File: src/rtl/core/sbus_fd_pkg.sv
// ----------------------------------------------------------------------------
// sbus_fd_pkg
// Shared constants and types of the SBUS frame decoder.
// ----------------------------------------------------------------------------
package sbus_fd_pkg;

  localparam int unsigned FrameLength = 25;
  localparam int unsigned LastPos     = FrameLength - 1;
  // Channel bytes 1 to 22 go to the frame store; byte 0 is kept in a register.
  localparam int unsigned StoredBytes = 22;
  localparam int unsigned PosW        = 5;
  localparam int unsigned IdxW        = 5;
  localparam int unsigned ChanCount   = 16;
  localparam int unsigned ChanW       = 11;
  localparam int unsigned ChanIdxW    = 4;
  localparam int unsigned ChanOffset  = 1024;
  localparam int unsigned AccW        = 18;
  localparam int unsigned CntW        = 5;

  typedef enum logic [0:0] {
    RegStartByte = 1'b0,
    RegEndByte   = 1'b1
  } cfg_reg_e;

  typedef struct packed {
    logic start;
    logic bank;
  } handoff_t;

  typedef struct packed {
    logic            en;
    logic            bank;
    logic [IdxW-1:0] idx;
  } rd_req_t;

endpackage

File: src/rtl/core/sbus_fd_store.sv
// ----------------------------------------------------------------------------
// sbus_fd_store
// Two-bank frame byte store, one write port and one registered read port.
// ----------------------------------------------------------------------------
module sbus_fd_store
  import sbus_fd_pkg::*;
(
  input  logic            clk_i,
  input  logic            wr_en_i,
  input  logic            wr_bank_i,
  input  logic [IdxW-1:0] wr_idx_i,
  input  logic [7:0]      wr_data_i,
  input  rd_req_t         rd_req_i,
  output logic [7:0]      rd_data_o
);

  logic [7:0] mem_q [2][StoredBytes];

  always_ff @(posedge clk_i) begin
    if (wr_en_i) begin
      mem_q[wr_bank_i][wr_idx_i] <= wr_data_i;
    end
  end

  always_ff @(posedge clk_i) begin
    if (rd_req_i.en) begin
      rd_data_o <= mem_q[rd_req_i.bank][rd_req_i.idx];
    end
  end

endmodule

File: src/rtl/core/sbus_fd_unpack.sv
// ----------------------------------------------------------------------------
// sbus_fd_unpack
// Reads a finished frame from the store and shifts out sixteen channels.
// ----------------------------------------------------------------------------
module sbus_fd_unpack
  import sbus_fd_pkg::*;
(
  input  logic                     clk_i,
  input  logic                     rst_ni,
  input  handoff_t                 handoff_i,
  output rd_req_t                  rd_req_o,
  input  logic [7:0]               rd_data_i,
  output logic                     busy_o,
  output logic                     out_valid_o,
  input  logic                     out_ready_i,
  output logic [ChanIdxW-1:0]      channel_index_o,
  output logic signed [ChanW-1:0]  channel_value_o,
  output logic                     last_channel_o
);

  logic                busy_q, busy_d;
  logic                rbank_q, rbank_d;
  logic [IdxW-1:0]     rd_idx_q, rd_idx_d;
  logic                rd_pend_q, rd_pend_d;
  logic [AccW-1:0]     acc_q, acc_d;
  logic [CntW-1:0]     cnt_q, cnt_d;
  logic [ChanIdxW-1:0] ch_q, ch_d;
  logic                out_valid_q;
  logic                out_free, emit, issue, ch_last;
  logic [ChanW-1:0]    raw;

  assign out_free = ~out_valid_q | out_ready_i;
  assign ch_last  = (ch_q == ChanIdxW'(ChanCount - 1));
  assign emit     = busy_q & (cnt_q >= CntW'(ChanW)) & out_free;
  // A read goes out only while fewer than one channel's bits are held.
  assign issue    = busy_q & (cnt_q < CntW'(ChanW)) & ~rd_pend_q &
                    (rd_idx_q < IdxW'(StoredBytes));
  assign raw      = acc_q[ChanW-1:0];

  assign rd_req_o = '{en: issue, bank: rbank_q, idx: rd_idx_q};
  assign busy_o   = busy_q;

  always_comb begin
    busy_d    = busy_q;
    rbank_d   = rbank_q;
    rd_idx_d  = rd_idx_q;
    rd_pend_d = rd_pend_q;
    acc_d     = acc_q;
    cnt_d     = cnt_q;
    ch_d      = ch_q;
    if (handoff_i.start) begin
      busy_d    = 1'b1;
      rbank_d   = handoff_i.bank;
      rd_idx_d  = '0;
      rd_pend_d = 1'b0;
      acc_d     = '0;
      cnt_d     = '0;
      ch_d      = '0;
    end else begin
      if (issue) begin
        rd_idx_d  = rd_idx_q + IdxW'(1);
        rd_pend_d = 1'b1;
      end
      // Read data and a channel emit never fall in the same cycle.
      if (rd_pend_q) begin
        rd_pend_d = 1'b0;
        acc_d     = acc_q | (AccW'(rd_data_i) << cnt_q);
        cnt_d     = cnt_q + CntW'(8);
      end
      if (emit) begin
        acc_d = acc_q >> ChanW;
        cnt_d = cnt_q - CntW'(ChanW);
        ch_d  = ch_q + ChanIdxW'(1);
        if (ch_last) begin
          busy_d = 1'b0;
        end
      end
    end
  end

  always_ff @(posedge clk_i or negedge rst_ni) begin
    if (!rst_ni) begin
      busy_q      <= 1'b0;
      rd_pend_q   <= 1'b0;
      out_valid_q <= 1'b0;
    end else begin
      busy_q    <= busy_d;
      rd_pend_q <= rd_pend_d;
      if (emit) begin
        out_valid_q <= 1'b1;
      end else if (out_ready_i) begin
        out_valid_q <= 1'b0;
      end
    end
  end

  always_ff @(posedge clk_i) begin
    rbank_q  <= rbank_d;
    rd_idx_q <= rd_idx_d;
    acc_q    <= acc_d;
    cnt_q    <= cnt_d;
    ch_q     <= ch_d;
    if (emit) begin
      channel_index_o <= ch_q;
      channel_value_o <= raw - ChanW'(ChanOffset);
      last_channel_o  <= ch_last;
    end
  end

  assign out_valid_o = out_valid_q;

  a_handoff_idle: assert property (@(posedge clk_i) disable iff (!rst_ni)
    handoff_i.start |-> !busy_q)
    else $error("frame handed over while the previous one still drains");

  a_pend_busy: assert property (@(posedge clk_i) disable iff (!rst_ni)
    rd_pend_q |-> busy_q)
    else $error("store read in flight outside a drain");

  a_acc_bound: assert property (@(posedge clk_i) disable iff (!rst_ni)
    busy_q |-> cnt_q <= CntW'(AccW))
    else $error("bit accumulator overflow");

  a_last_spent: assert property (@(posedge clk_i) disable iff (!rst_ni)
    (emit && ch_last) |-> (rd_idx_q == IdxW'(StoredBytes) && cnt_q == CntW'(ChanW)
                           && !rd_pend_q))
    else $error("last channel emitted with frame bits left over");

endmodule

File: src/rtl/core/sbus_frame_decoder_unit.sv
// ----------------------------------------------------------------------------
// sbus_frame_decoder_unit
// SBUS frame decoder: byte assembly, frame check and channel unpacking.
// ----------------------------------------------------------------------------
// Usage:
// The input channel carries one transaction per received serial byte
// (command_i = 0) or per line-idle event (command_i = 1, restarts the frame).
// Bytes 1 to 22 are written into one bank of a two-bank frame store. When the
// 25th byte arrives and byte 0 and byte 24 match start_byte and end_byte, the
// bank is handed to the unpacker and the next frame fills the other bank.
// The output channel then gives sixteen transactions, one per channel, value
// minus 1024, with last_channel_o set on the sixteenth.
// Input throughput is one byte per cycle while in_ready_o is high. The
// unpacker issues a store read only once the data of its last read has
// returned and while it holds fewer than one channel's bits; it reads two
// bytes before it registers the first channel on the output. If a new end
// byte arrives while the previous frame still drains, in_ready_o stays low
// for that byte only. A stalled output holds the unpacker, and so a later end byte.
// Reset clears the byte position, the drain state and the output valid and
// loads start_byte = 15, end_byte = 0. Configuration writes take effect at
// once; the user must make them while the block is idle; nothing checks it.
// ----------------------------------------------------------------------------
module sbus_frame_decoder_unit
  import sbus_fd_pkg::*;
(
  input  logic                    clk_i,
  input  logic                    rst_ni,
  input  logic                    cfg_we_i,
  input  logic [0:0]              cfg_index_i,
  input  logic [7:0]              cfg_wdata_i,
  input  logic                    in_valid_i,
  output logic                    in_ready_o,
  input  logic                    command_i,
  input  logic [7:0]              data_byte_i,
  output logic                    out_valid_o,
  input  logic                    out_ready_i,
  output logic [ChanIdxW-1:0]     channel_index_o,
  output logic signed [ChanW-1:0] channel_value_o,
  output logic                    last_channel_o
);

  logic [7:0]      start_q, end_q, first_q;
  logic [PosW-1:0] pos_q, pos_d;
  logic            wbank_q, wbank_d;
  logic            busy, at_end, byte_acc, idle_acc, frame_good, wr_en;
  logic [IdxW-1:0] wr_idx;
  handoff_t        handoff;
  rd_req_t         rd_req;
  logic [7:0]      rd_data;

  assign at_end     = (pos_q == PosW'(LastPos));
  assign in_ready_o = ~(~command_i & at_end & busy);
  assign byte_acc   = in_valid_i & in_ready_o & ~command_i;
  assign idle_acc   = in_valid_i & in_ready_o & command_i;
  assign frame_good = byte_acc & at_end & (first_q == start_q) & (data_byte_i == end_q);
  assign wr_en      = byte_acc & (pos_q != '0) & (pos_q <= PosW'(StoredBytes));
  assign wr_idx     = IdxW'(pos_q - PosW'(1));
  assign handoff    = '{start: frame_good, bank: wbank_q};

  always_comb begin
    pos_d   = pos_q;
    wbank_d = wbank_q;
    if (idle_acc) begin
      pos_d = '0;
    end else if (byte_acc) begin
      pos_d = at_end ? '0 : pos_q + PosW'(1);
    end
    if (frame_good) begin
      wbank_d = ~wbank_q;
    end
  end

  always_ff @(posedge clk_i or negedge rst_ni) begin
    if (!rst_ni) begin
      pos_q   <= '0;
      wbank_q <= 1'b0;
      start_q <= 8'd15;
      end_q   <= 8'd0;
    end else begin
      pos_q   <= pos_d;
      wbank_q <= wbank_d;
      if (cfg_we_i) begin
        case (cfg_reg_e'(cfg_index_i))
          RegStartByte: start_q <= cfg_wdata_i;
          RegEndByte:   end_q   <= cfg_wdata_i;
          default:      ;
        endcase
      end
    end
  end

  always_ff @(posedge clk_i) begin
    if (byte_acc && pos_q == '0) begin
      first_q <= data_byte_i;
    end
  end

  sbus_fd_store u_store (
    .clk_i     (clk_i),
    .wr_en_i   (wr_en),
    .wr_bank_i (wbank_q),
    .wr_idx_i  (wr_idx),
    .wr_data_i (data_byte_i),
    .rd_req_i  (rd_req),
    .rd_data_o (rd_data)
  );

  sbus_fd_unpack u_unpack (
    .clk_i           (clk_i),
    .rst_ni          (rst_ni),
    .handoff_i       (handoff),
    .rd_req_o        (rd_req),
    .rd_data_i       (rd_data),
    .busy_o          (busy),
    .out_valid_o     (out_valid_o),
    .out_ready_i     (out_ready_i),
    .channel_index_o (channel_index_o),
    .channel_value_o (channel_value_o),
    .last_channel_o  (last_channel_o)
  );

endmodule

File: config.mk
export PLATFORM = sky130hd
export DESIGN_NAME = sbus_frame_decoder_unit
export DESIGN_NICKNAME = d
export VERILOG_FILES = /design/src/rtl/core/sbus_fd_pkg.sv /design/src/rtl/core/sbus_fd_store.sv /design/src/rtl/core/sbus_fd_unpack.sv /design/src/rtl/core/sbus_frame_decoder_unit.sv
export SDC_FILE = /design/constraint.sdc
export NUM_CORES = 1
export LEC_CHECK = 0
export ABC_AREA = 1
export BUFFER_PORTS_ARGS = -buffer_cell sky130_fd_sc_hd__buf_2
export CAP_MARGIN = 20
export CORE_MARGIN = 3
export CORE_UTILIZATION = 57
export DETAILED_ROUTE_END_ITERATION = 10
export GPL_ROUTABILITY_DRIVEN = 0
export PLACE_DENSITY = 0.76
export RECOVER_POWER = 50
export SYNTH_ARGS = -nofsm -noshare
export SYNTH_HDL_FRONTEND = slang
export SYNTH_HIERARCHICAL = 1
export SYNTH_SLANG_ARGS = --single-unit
File: constraint.sdc
create_clock -name clk_i -period 3 [get_ports clk_i]
set_clock_uncertainty 0.05 [all_clocks]
set_input_delay 0.6 -clock clk_i [delete_from_list [all_inputs] [get_ports clk_i]]
set_output_delay 0.6 -clock clk_i [all_outputs]
set_load 0.01 [all_outputs]
* Word level (Yosys, flattened, before mapping)
Memories as Yosys holds them, arrays and structs flattened. A register that Yosys moved wholly into a read port is not among the register bits.
Cells that the tools add are included.
** Storage, ports and cells
- Register bits :: 90
- Latch bits :: 0
- Memory bits (writable) :: 352
- ROM bits :: 0
- Input bits :: 23
- Output and inout bits :: 18
- Memories kept :: 1
** Memories
- u_store.mem_q :: words 2, width 176, read ports 1, clocked after Yosys merged registers in 1, wr ports 1, line sbus_fd_store.sv:17 : logic [7:0] mem_q [2][StoredBytes];
** Cells by class
- Add/sub/neg operators :: 7
- Multiply operators :: 0
- Div/mod/pow operators :: 0
- Order comparisons :: 7
- Equal/unequal tests :: 4
- Shift operators :: 1
- Mux-type cells :: 23
- Bitwise logic cells :: 25
- Reductions and logical operators :: 13
** Operator list (number)
- 176-bit 2-to-1 mux :: 1
- 8-bit binary-select mux with 5-bit select :: 1
- 8-bit demux with 5-bit select :: 1
- 5-bit 2-to-1 mux :: 5
- 8-bit 2-to-1 mux :: 3
- 18-bit OR :: 1
- 8-bit by 5-bit left shift with 18-bit output :: 1
- 8-bit == test :: 2
- 1-bit AND :: 15
- 7-bit 2-to-1 mux :: 2
- 6-bit greater-or-equal comparator (second input constant) :: 2
- 5-bit inverter with 6-bit output :: 2
- 11-bit subtractor (second input constant) :: 1
- 5-bit by 1-bit adder with 5-bit output (second input constant) :: 2
- 1-bit 2-to-1 mux :: 10
- 2-bit nonzero test :: 5
- 6-bit by 1-bit < comparator with 1-bit output (second input constant) :: 1
- 1-bit inverter :: 6
- 2-bit AND reduction :: 3
- 5-bit by 4-bit adder with 5-bit output (second input constant) :: 1
- 5-bit == test (second input constant) :: 1
- 5-bit by 4-bit greater-or-equal comparator with 1-bit output (second input constant) :: 1
- 5-bit less-or-equal comparator (second input constant) :: 1
- 5-bit logical NOT :: 1
- 10 further kinds :: 11

* Logic depth before layout (Yosys ltp)
- Depth after elaboration :: 11
- Mapped depth :: 15
- Mapped depth without buffers :: 14

* Modules after synthesis
Netlist, hierarchy kept.
** By module, submodules not included
- sbus_fd_store :: instances 1, cells an instance 1378, area an instance 15202.1 µm², seq. area each 10810.4 µm²
- sbus_fd_unpack :: instances 1, cells an instance 300, area an instance 2403.6 µm², seq. area each 1226.2 µm²
- sbus_frame_decoder_unit :: instances 1, cells an instance 245, area an instance 1806.7 µm², seq. area each 795.8 µm²

* Worst setup path after synthesis
Ideal clock, no wire load.
- Kind :: register to register
- Start :: reg pos_q[0]
- End :: mem u_store/mem_q[0][10] (netlist bit) (enable)
- Setup time :: 0.383 ns
- Arrival time :: 2.528 ns
- Path slack :: 0.039 ns
- Stages on the path, launching flop included :: 12
- Clock period less this slack :: 2.961 ns
- Cells stage by stage :: dfrtp_1 inv_1 ha_1 nand2_4 nor2_8 nand2_4 nand3_4 nor3_1 inv_1 nor3_1 inv_1 nor3_1
** Between the ends
- Elaborated cells between the ends (all ways) :: 19
** RTL lines
- start: declaration :: line sbus_frame_decoder_unit.sv:43 : logic [PosW-1:0] pos_q, pos_d;
- start signal: assignment :: line sbus_frame_decoder_unit.sv:80 : pos_q <= pos_d;
- 5-bit by 1-bit subtractor with 5-bit output (*) :: line sbus_frame_decoder_unit.sv:57 : assign wr_idx = IdxW'(pos_q - PosW'(1));
- net wr_idx[0] :: line sbus_frame_decoder_unit.sv:46 : logic [IdxW-1:0] wr_idx;
- 5-bit inverter with 6-bit output (implied by the code) (*) :: line sbus_fd_store.sv:21 : mem_q[wr_bank_i][wr_idx_i] <= wr_data_i;
- 6-bit greater-or-equal comparator (implied by the code) / 6-bit by 1-bit < comparator with 1-bit output (equally long branches) :: line sbus_fd_store.sv:21
- 1-bit logical AND (implied by the code) :: line sbus_fd_store.sv:21
- 8-bit 2-to-1 mux (implied by the code) :: line sbus_fd_store.sv:21
- 8-bit demux with 5-bit select (*) :: line sbus_fd_store.sv:21
- 176-bit 2-to-1 mux (implied by the code) (*) :: line sbus_fd_store.sv:21
- end: declaration :: line sbus_fd_store.sv:17
Mark *: on every way through the listed nets, which the timed path passes. The rest lies on a longest branch.

* Worst setup path in the final report
- Start :: in data_byte_i[3]
- End :: mem u_store/mem_q[1][131] (netlist bit), data pin
** RTL lines
- start: declaration :: line sbus_frame_decoder_unit.sv:34 : input logic [7:0] data_byte_i,
No word-level cell before the write port.

==> flow_summary.yaml <==
global_routing:
  grtUsageTotal: 0.255
  grt_pass1_vias: 13502
  grt_overflow: 0
  grt_first_pass_wirelength_mm: 71.6
  antenna_found_initial: 1
  grt_max_degree: 138
worst_setup_path:
  worst_setup_path_end_kind: "flop"
  critPathBufInv: 2
  path_depth: 2
  required_ns: 2.91
  worstSetupPathType: "primary input to flop"
  cp-startpoint: "data_byte_i[3]"
  r2r_cells: 13
  cpMostUsedCell: "clkbuf_1"
  crit_chain: "clkbuf_1 -> clkbuf_1"
  worstPathArrival_ns: 2.62
  cpMaxStageDelayCell: "clkbuf_1"
  cp_max_fo: 44
  crit-reg2reg-launch: "pos_q[1]"
  max_stage_delay_ns: 1.76
  crit_family: "buffers and inverters"
  worst_setup_path_start_kind: "primary input"
yosys:
  yosysTopAreaCell: "edfxtp_1"
  ys_seq_area_frac: 0.661
  ys_warn_count: 6
  synth_area_leaders: "edfxtp_1 (60%), nand2_1 (10%), nand3_1 (5.7%)"
  synth-main-ff-cell: "edfxtp_1"
  ys_ff_latch: 442
  synthCells: 1923
  synth_top_area_frac: 0.596
  synth_edf_count: 385
  syn_avg_cell_area_sq_um: 10.1
  netlist_area_sq_mm: 0.0194
  synth_top_cells_by_count: "nand2_1 (532), edfxtp_1 (385), nand3_1 (222), inv_1 (202), nor2_1 (185)"
  syn_nets: 1954
  synthArstFlopShare: 0.0566
  yosysMostFrequentCell: "nand2_1"
  ys_types: 40
power:
  intPower_uw: 9630
  switchingPower_uw: 2530
  ir_drop_mv: 0.456
  combPwrFrac: 0.038
  clkPwrFrac: 0.405
  pwr-share-seq: 0.558
  power_leakage_uw: 0.00868
  power_density_mw_per_mm2: 566
  netSwitchingFraction: 0.208
clocking:
  cts-root-buf: "clkbuf_16"
  cts_buffers: 43
  htree_levels: 2
  cts_sinks: 442
  clk_latency_ns: 0.53
  post_cts_resized: 0
  hold_buffers: 0
  cts_max_path_buffers: 3
  tritoncts: "built"
  cts_setup_buffers: 0
  path_clk_slew_ns: 0.06
floorplan:
  die_w_microns: 191
  ioPinCount: 41
  initial_core_util: 0.588
  rows: 66
  core-area_sq_mm: 0.0330
  die-area_sq_mm: 0.0363
  die_y_microns: 191
sta:
  fmax_mhz: 369
  tightest_slew_ns: 2.45
  setup_viol: 0
  setup_tns_ns: 0
  hold_viol: 0
  fin_crit_ns: 2.71
  timing.final.crit_share: 0.903
  drv_slew: 97
  grt_setup_unrepaired: "no"
  slew_headroom: -0.631
min_path:
  hold_depth: 3
  holdCritStartpoint: "cfg_wdata_i[3]"
  hp-class: "primary input to flop"
cells_and_area:
  antenna_cells: 0
  stdcell_count: 2471
  utilization: 0.650
  num-fill-cells: 2543
  multi_input_area_sq_mm: 0.00522
  seqCellArea_sq_mm: 0.0128
  finish.net_count: 2030
  drive_gt1_frac: 0.0877
  area_growth_pct: 10.7
run_status:
  violations: "capacitance limit, slew limit"
  status: "complete, but fails checks"
route:
  antenna_left: 0
  wire_per_inst_microns: 18.6
  wl_mm: 46.0
  drc_errors: 0
  drt-pass1-iter-count: 6
  drtIter0Drc: 1617
  via_per_inst: 5.56
  via_count: 13737
placement:
  dpl.cell_count: 2395
  hpwl_mm: 28.4
  port_buffers: 40
run:
  drv_cap: 3
-- placed cells by master, fill, tap and decap left out, drive strengths merged, types with 21 or more instances in the layout --
master	count
dfxtp	32
inv	212
nor3	42
dfrtp	21
a21oi	50
nand2	536
clkbuf	88
buf	88
o21ai	92
nor2	188
nand3	225
edfxtp	385
-- through the flow --
stage                     power, uW  setup WS (ns)  hold WS, ns  instance area, sq um
after floorplan                7120         0.0388        0.254                 19400
after global placement         7350          0.320        0.361                 20300
after detailed placement       7360          0.217        0.369                 20300
after CTS                     12200          0.184       0.0408                 21500
after global routing          12500         0.0396        0.264                 21500
final                         12200          0.290        0.249                 21500
-- cells by family (layout without fill, tap and decap cells) --
kind of cell / count (synthesis) / in the layout / synth area share
and+or+nand+nor: 1001 / 1001 / 0.216
adders and majority gates: 8 / 8 / 0.00516
AOI/OAI and AO/OA: 160 / 160 / 0.0431
buffers and inverters: 302 / 408 / 0.0697
DFF: 442 / 442 / 0.661
xor gates and xnor gates: 10 / 10 / 0.00451
-- path summary, 6_finish.rpt --
path | slack [ns] | endpoint
setup / recovery | 0.29 | u_store/mem_q[1][131]
setup reg to reg | 0.30 | u_store/mem_q[1][15]
max in group asynchronous | 1.62 | pos_q[3]
min in group asynchronous | 0.37 | u_unpack/busy_o
hold / removal | 0.25 | start_q[3]
hold reg to reg | 0.38 | u_unpack/channel_value_o[0]
-- power by group through the flow --
stage / clock network, uW / registers, uW / logic [uW]
after detailed placement: 0 / 6910 / 455
final: 4920 / 6780 / 457
after CTS: 4990 / 6780 / 458
after floorplan: 0 / 6900 / 221
after global placement: 0 / 6900 / 443
after global routing: 5250 / 6790 / 501
-- registers in the layout (all words and copies together), names as in the netlist --
name / flops
pos_q: 5
u_unpack/busy_o: 1
first_q: 8
wbank_q: 1
u_unpack/out_valid_o: 1
u_unpack/channel_value_o: 11
u_unpack/channel_index_o: 4
u_unpack/ch_q: 4
end_q: 8
u_unpack/rd_idx_q: 5
u_unpack/rd_pend_q: 1
u_store/rd_data_o: 8
u_unpack/rbank_q: 1
u_unpack/acc_q: 18
u_unpack/cnt_q: 5
start_q: 8
u_store/mem_q: 352
u_unpack/last_channel_o: 1
-- metal layers --
metal  GRT usage  part of all wire
met5           0                 0
met4      0.0968             0.033
met3      0.0450             0.094
met2       0.424              0.48
met1       0.340              0.39
-- final cells by class --
class,instances,area share
clock buffer,58,0.0536
inverter,215,0.0377
clock inverter,17,0.00507
sequential,442,0.597
tap,442,0.0257
timing repair buffer,118,0.0374
multi-input combinational,1179,0.243
Note: power is estimated with default switching activity, not from simulation.
